File: src/rtl/core/rot_enc_pkg.sv
package rot_enc_pkg;

    // request codes
    localparam logic [1:0] REQ_PIN_CHANGE = 2'd0;
    localparam logic [1:0] REQ_BUTTON     = 2'd1;
    localparam logic [1:0] REQ_PRIME      = 2'd2;

    // result kinds
    localparam logic EVENT_ROTATION = 1'b0;
    localparam logic EVENT_BUTTON   = 1'b1;

    // turn directions
    localparam logic DIR_CW  = 1'b0;
    localparam logic DIR_CCW = 1'b1;

    // configuration register indexes
    localparam int          CFG_INDEX_BITS       = 1;
    localparam int          CFG_DATA_BITS        = 16;
    localparam logic [0:0]  REG_INVERT_DIRECTION = 1'd0;
    localparam logic [0:0]  REG_HOLD_OFF_TICKS   = 1'd1;
    localparam logic [15:0] HOLD_OFF_RESET       = 16'd50;

    localparam int EVENT_TIME_BITS = 32;

    localparam int STEPS_PER_DETENT_DEFAULT = 4;
    localparam int TIME_BITS_DEFAULT        = 32;

    // quadrature transition table, indexed by {previous pair, new pair}
    function automatic logic signed [1:0] step_lookup(input logic [3:0] idx);
        logic signed [1:0] step;
        unique case (idx)
            4'h1, 4'h7, 4'h8, 4'hE: step = 2'sd1;
            4'h2, 4'h4, 4'hB, 4'hD: step = -2'sd1;
            default:                step = 2'sd0;
        endcase
        return step;
    endfunction

endpackage

File: src/rtl/core/rotary_encoder_detent_decoder_unit.sv
// Channel   Direction  Handshake           Payload
// -------   ---------  ------------------  ---------------------------------------------
// in        sink       in_valid/in_stall   req_type, phase_a_level, phase_b_level, event_time
// out       source     out_valid/out_stall event_kind, turn_direction
// cfg       sink       cfg_write           cfg_index, cfg_data
//
// One word per clock in both directions while the result register is not
// stalled; a word passes the input register, then the result register.
// The table lookup, accumulate and hold-off compare run combinationally
// between those two registers.
// in_stall rises only while the input register holds a word and the result
// register is full and stalled.
// Reset clears the quadrature pair, accumulator, press time and registers
// to their defaults; no clearing pass follows.
module rotary_encoder_detent_decoder_unit
    import rot_enc_pkg::*;
#(
    parameter int STEPS_PER_DETENT = STEPS_PER_DETENT_DEFAULT,
    parameter int TIME_BITS        = TIME_BITS_DEFAULT
)
(
    input  logic                       clk,
    input  logic                       rst_n,

    input  logic                       in_valid,
    output logic                       in_stall,
    input  logic [1:0]                 req_type,
    input  logic                       phase_a_level,
    input  logic                       phase_b_level,
    input  logic [EVENT_TIME_BITS-1:0] event_time,

    output logic                       out_valid,
    input  logic                       out_stall,
    output logic                       event_kind,
    output logic                       turn_direction,

    input  logic                       cfg_write,
    input  logic [CFG_INDEX_BITS-1:0]  cfg_index,
    input  logic [CFG_DATA_BITS-1:0]   cfg_data
);

    localparam int ACC_BITS = $clog2(STEPS_PER_DETENT) + 1;
    localparam int SUM_BITS = ACC_BITS + 1;

    localparam logic signed [SUM_BITS-1:0] DETENT_POS = SUM_BITS'(STEPS_PER_DETENT);
    localparam logic signed [SUM_BITS-1:0] DETENT_NEG = -DETENT_POS;

    // configuration
    logic                     invert_reg;
    logic [CFG_DATA_BITS-1:0] hold_off_reg;

    // input register
    logic                       stage_valid_reg, stage_valid_next;
    logic [1:0]                 stage_req_reg;
    logic [1:0]                 stage_pair_reg;
    logic [EVENT_TIME_BITS-1:0] stage_time_reg;

    // decoder state
    logic [1:0]                 prev_pair_reg, prev_pair_next;
    logic signed [ACC_BITS-1:0] acc_reg, acc_next;
    logic [TIME_BITS-1:0]       last_press_reg, last_press_next;

    // result register
    logic out_valid_reg, out_valid_next;
    logic event_kind_reg, event_kind_next;
    logic turn_dir_reg, turn_dir_next;

    logic                       slot_free;
    logic                       advance;
    logic                       in_take;
    logic signed [1:0]          step;
    logic signed [SUM_BITS-1:0] sum;
    logic [TIME_BITS-1:0]       now;
    logic [TIME_BITS-1:0]       elapsed;
    logic                       hit;
    logic                       hit_kind;
    logic                       hit_dir;

    assign slot_free = !out_valid_reg || !out_stall;
    assign advance   = stage_valid_reg && slot_free;
    assign in_stall  = stage_valid_reg && !slot_free;
    assign in_take   = in_valid && !in_stall;

    assign out_valid      = out_valid_reg;
    assign event_kind     = event_kind_reg;
    assign turn_direction = turn_dir_reg;

    always_ff @(posedge clk or negedge rst_n)
    begin
        if (!rst_n)
        begin
            invert_reg   <= 1'b0;
            hold_off_reg <= HOLD_OFF_RESET;
        end
        else if (cfg_write)
        begin
            case (cfg_index)
                REG_INVERT_DIRECTION: invert_reg   <= cfg_data[0];
                REG_HOLD_OFF_TICKS:   hold_off_reg <= cfg_data;
                default:              ;
            endcase
        end
    end

    // input stage
    assign stage_valid_next = in_stall ? stage_valid_reg : in_valid;

    always_ff @(posedge clk or negedge rst_n)
    begin
        if (!rst_n)
            stage_valid_reg <= 1'b0;
        else
            stage_valid_reg <= stage_valid_next;
    end

    always_ff @(posedge clk)
    begin
        if (in_take)
        begin
            stage_req_reg  <= req_type;
            stage_pair_reg <= {phase_a_level, phase_b_level};
            stage_time_reg <= event_time;
        end
    end

    // decode
    always_comb
    begin
        step    = step_lookup({prev_pair_reg, stage_pair_reg});
        sum     = SUM_BITS'(acc_reg) + SUM_BITS'(step);
        now     = TIME_BITS'(stage_time_reg);
        elapsed = now - last_press_reg;

        prev_pair_next  = prev_pair_reg;
        acc_next        = acc_reg;
        last_press_next = last_press_reg;
        hit             = 1'b0;
        hit_kind        = EVENT_ROTATION;
        hit_dir         = DIR_CW;

        case (stage_req_reg)
            REQ_PIN_CHANGE:
            begin
                if (stage_pair_reg != prev_pair_reg)
                begin
                    prev_pair_next = stage_pair_reg;
                    if (step != 2'sd0)
                    begin
                        if (sum >= DETENT_POS || sum <= DETENT_NEG)
                        begin
                            acc_next = '0;
                            hit      = 1'b1;
                            hit_dir  = (sum < 0 ? DIR_CCW : DIR_CW) ^ invert_reg;
                        end
                        else
                            acc_next = ACC_BITS'(sum);
                    end
                end
            end
            REQ_BUTTON:
            begin
                if (elapsed >= TIME_BITS'(hold_off_reg))
                begin
                    last_press_next = now;
                    hit             = 1'b1;
                    hit_kind        = EVENT_BUTTON;
                end
            end
            REQ_PRIME:
            begin
                prev_pair_next = stage_pair_reg;
                acc_next       = '0;
            end
            default: ;
        endcase
    end

    always_ff @(posedge clk or negedge rst_n)
    begin
        if (!rst_n)
        begin
            prev_pair_reg  <= '0;
            acc_reg        <= '0;
            last_press_reg <= '0;
        end
        else if (advance)
        begin
            prev_pair_reg  <= prev_pair_next;
            acc_reg        <= acc_next;
            last_press_reg <= last_press_next;
        end
    end

    // result register: load when the slot is free, hold while stalled
    always_comb
    begin
        out_valid_next  = out_valid_reg;
        event_kind_next = event_kind_reg;
        turn_dir_next   = turn_dir_reg;
        if (slot_free)
        begin
            out_valid_next  = advance && hit;
            event_kind_next = hit_kind;
            turn_dir_next   = hit_dir;
        end
    end

    always_ff @(posedge clk or negedge rst_n)
    begin
        if (!rst_n)
            out_valid_reg <= 1'b0;
        else
            out_valid_reg <= out_valid_next;
    end

    always_ff @(posedge clk)
    begin
        event_kind_reg <= event_kind_next;
        turn_dir_reg   <= turn_dir_next;
    end

    // checks
    a_acc_range: assert property (@(posedge clk) disable iff (!rst_n)
        (SUM_BITS'(acc_reg) < DETENT_POS) && (SUM_BITS'(acc_reg) > DETENT_NEG))
        else $error("accumulator left detent range");

    a_button_dir: assert property (@(posedge clk) disable iff (!rst_n)
        (out_valid_reg && event_kind_reg == EVENT_BUTTON) |-> (turn_dir_reg == DIR_CW))
        else $error("button word carries a direction");

    a_same_pair_silent: assert property (@(posedge clk) disable iff (!rst_n)
        (advance && stage_req_reg == REQ_PIN_CHANGE && stage_pair_reg == prev_pair_reg)
        |=> !out_valid_reg)
        else $error("unchanged pair produced a word");

    a_prime_clears: assert property (@(posedge clk) disable iff (!rst_n)
        (advance && stage_req_reg == REQ_PRIME)
        |=> (acc_reg == '0 && !out_valid_reg && prev_pair_reg == $past(stage_pair_reg)))
        else $error("prime did not load pair and clear accumulator");

    a_press_time: assert property (@(posedge clk) disable iff (!rst_n)
        (advance && stage_req_reg == REQ_BUTTON && hit)
        |=> (last_press_reg == $past(now) && out_valid_reg && event_kind_reg == EVENT_BUTTON))
        else $error("accepted press not recorded");

endmodule

File: config.mk
export PLATFORM = sky130hd
export DESIGN_NAME = rotary_encoder_detent_decoder_unit
export DESIGN_NICKNAME = d
export VERILOG_FILES = /design/src/rtl/core/rot_enc_pkg.sv /design/src/rtl/core/rotary_encoder_detent_decoder_unit.sv
export SDC_FILE = /design/constraint.sdc
export NUM_CORES = 1
export LEC_CHECK = 0
export BUFFER_PORTS_ARGS = -buffer_cell sky130_fd_sc_hd__buf_2
export CAP_MARGIN = 20
export CORE_UTILIZATION = 25
export DETAILED_ROUTE_END_ITERATION = 16
export GPL_ROUTABILITY_DRIVEN = 0
export GPL_TIMING_DRIVEN = 0
export SKIP_CTS_REPAIR_TIMING = 1
export SLEW_MARGIN = 25
export SYNTH_ARGS = -nofsm -noshare
export SYNTH_HDL_FRONTEND = slang
export SYNTH_SLANG_ARGS = --single-unit
File: constraint.sdc
create_clock -name clk -period 5.3 [get_ports clk]
set_clock_uncertainty 0.1 [all_clocks]
set_input_delay 0.265 -clock clk [delete_from_list [all_inputs] [get_ports clk]]
set_output_delay 0.265 -clock clk [all_outputs]
set_load 0.05 [all_outputs]
==> out/results.ini <==
[placement]
dp_slack_ps=-199
placement.io_buffers=61
post-dp-hpwl_mm=10.8
dpl_cell_area_um2=6800

[power]
reported_leakage_power_nw=3.25
power.density_cell_area_nw_per_um2=449
ir_drop_mv=0.210

[clock_network]
cts_tree=yes
cts.path.max_buffers=2
ctsHtreeMaxLevel=3
clock_latency_on_the_worst_skew_pair_ps=350
numCtsBuffers=9
clockRootBuffer=sky130_fd_sc_hd__clkbuf_16
clkSlewWorstSetupHoldPaths_ps=70
clock-sinks=94

[die]
die_w_um=158
fp.dieH_um=158
floorplan.core_area_um2=23600
design.die.area_um2=24900
num_io_pins=62
initial_utilization=0.257
rows=56

[grt]
grt_util_met3=0.0268
global_route.overflow_total=0
grt.met2_usage=0.185
antenna_violations_before_repair=0
global_route.peak_usage_layer=met2
groute.usage.overall=0.120
maximum_number_of_pins_on_one_net_before_global_route_repair=57
met1_routing_resource_usage_after_global_routing=0.167
first_pass_grt_wire_length_mm=23.3
first_global_vias=4597

[synth]
yosysSeqAreaShare=0.420
synth_fp_nets=699
postSynthCellCount=585
synth-main-ff-cell=sky130_fd_sc_hd__dfrtp_1
yosysWarningCount=0
synth_area_um2=6060
avgSynthCellArea_um2=10.4
postSynthRegisterBits=94
synth-edff-count=38
postSynth.asyncResetShare=0.596
synth.distinct_cells=61

[flow_run]
cap_viol_max_count=0

[route]
vias_per_cell=4.52
drt_wl_total_mm=13.9
drtAntennaViolNets=0
drt-wirelength-per-cell_um=13.6
drt_pre_antenna_iters=4
first_iter_violations=238
vias=4616
drc_markers=0

[worst_setup_path]
path_buf_inv=1
critPathMostFrequentCell=sky130_fd_sc_hd__ha_1
critPathArrivalTime_ps=5050
critPathMaxFanout=10
worstSetupEndpointType=flip-flop
timing.critical_path.from_type=flip-flop
timing.critical_path.cells=ha_1, fa_1, nand2b_1, a21oi_2, o21ai_2, o31ai_4, xor2_1, ha_1, nand4_1, nor3_1, o41ai_1, nor4_2, a2111oi_2, o2111ai_1, nor4b_2, nand4_2, o2111ai_4, buf_8, mux2_1
worst_path_largest_cell_delay_ps=420
critical-path-top-delay-family=compound AO/OA/AOI/OAI gates
critPathRequiredTime_ps=5430
path_class=reg -> reg
slowest_stage=sky130_fd_sc_hd__fa_1

[cells_and_area]
layout.cell_area.non_filler_um2=7540
layout.cells.most_common_list=sky130_fd_sc_hd__buf_2 (67), sky130_fd_sc_hd__inv_1 (62), sky130_fd_sc_hd__ha_1 (54)
area_growth_syn_to_layout_pct=24.4
filler_cell_count=2484
layout.cells.most_common=sky130_fd_sc_hd__buf_2
multi_input_comb_area_um2=3230
diodes=0
sequential_cell_area_um2=2550
post_route_cells_drive_above_1_share=0.191
nNetsFinal=812

[timing]
maximum_achievable_frequency_mhz=203
tns_ps=0
rsz0062_at_grt=no
timing.final.hold_violations=0
final_period_utilization=0.929
setup_ws_ps=376
slew_violations=0
finalWorstPathRequiredPeriod_ps=4920
maxSlewHeadroom=0.493
max_slew.worst_pin.slew_ps=760
setup_viol=0

[run_status]
run_status=finished, final reports clean

[worst_hold_path]
hold_path.class=in -> reg

-- power breakdown --
group	total [mW]	leakage (nW)	switching [mW]	internal, mW
sequential	1.00	1.03	0.0844	0.915
clock	0.655	0.143	0.285	0.370
combinational	1.73	2.08	1.01	0.720
total	3.39	3.25	1.38	2.01
-- synth_stat cells (8+ instances only) --
cell	count	area (um^2)
sky130_fd_sc_hd__inv_1	62	233
sky130_fd_sc_hd__ha_1	54	676
sky130_fd_sc_hd__dfrtp_1	53	1330
sky130_fd_sc_hd__nand2_1	46	173
sky130_fd_sc_hd__a21oi_1	40	200
sky130_fd_sc_hd__edfxtp_1	38	1140
sky130_fd_sc_hd__nor2_1	32	120
sky130_fd_sc_hd__mux2_1	29	327
sky130_fd_sc_hd__mux2_2	22	248
sky130_fd_sc_hd__xnor2_1	16	140
sky130_fd_sc_hd__o21ai_0	15	75.1
sky130_fd_sc_hd__o21a_1	13	97.6
sky130_fd_sc_hd__a211oi_1	10	75.1
sky130_fd_sc_hd__nand4_1	10	62.6
sky130_fd_sc_hd__o21ai_1	10	50.1
sky130_fd_sc_hd__nor3_1	9	45.0
sky130_fd_sc_hd__xor2_1	8	70.1
-- per-stage QoR --
step	std cells	utilization	hold WS [ps]	power [mW]
after detailed placement	966	0.288	291	2.68
after CTS	982	0.301	-99.1	3.36
after global routing	1022	0.319	5.27	3.70
final	1022	0.319	6.36	3.39
after global placement	965	0.286	343	2.65
after floorplan	585	-	-131	2.29
-- per-layer routing --
layer  vias up  part of all wire
li1       2360                 -
met1      2164              0.51
met2        83              0.45
met3         9             0.040
met4         0            0.0087
met5         -                 0
-- path summary, 6_finish.rpt --
kind                                 endpoint  depth (start not counted)               start  slack [ps]
setup / recovery           last_press_reg[30]                         19   last_press_reg[0]         380
hold / removal                stage_valid_reg                          2            in_valid           6
setup reg to reg           last_press_reg[30]                         19   last_press_reg[0]         380
hold reg to reg            last_press_reg[21]                          1  last_press_reg[21]         390
max in group asynchronous  last_press_reg[19]                          2               rst_n        4160
min in group asynchronous    prev_pair_reg[1]                          2               rst_n         380
-- layout make-up --
| type | count | share of cell area |
|---|---|---|
| buffer | 15 | 0.0136 |
| tap | 319 | 0.0529 |
| clock buffer | 10 | 0.0304 |
| timing repair buffer | 102 | 0.0962 |
| clock inverter | 6 | 0.00962 |
| sequential | 94 | 0.338 |
| inverter | 62 | 0.0309 |
| multi-input combinational | 414 | 0.429 |
-- kinds of logic (layout without fill, tap and decap cells) --
kind of cell / after synthesis / after routing / synth area share
AND/OR/NAND/NOR: 134 / 134 / 0.107
multiplexers: 54 / 54 / 0.102
flip-flops: 94 / 94 / 0.420
buffers and inverters: 77 / 195 / 0.0541
XOR/XNOR: 24 / 24 / 0.0347
adder cells (fa/ha/maj): 56 / 56 / 0.118
AO/OA/AOI/OAI: 146 / 146 / 0.165
(Power assumes the default switching activity.)
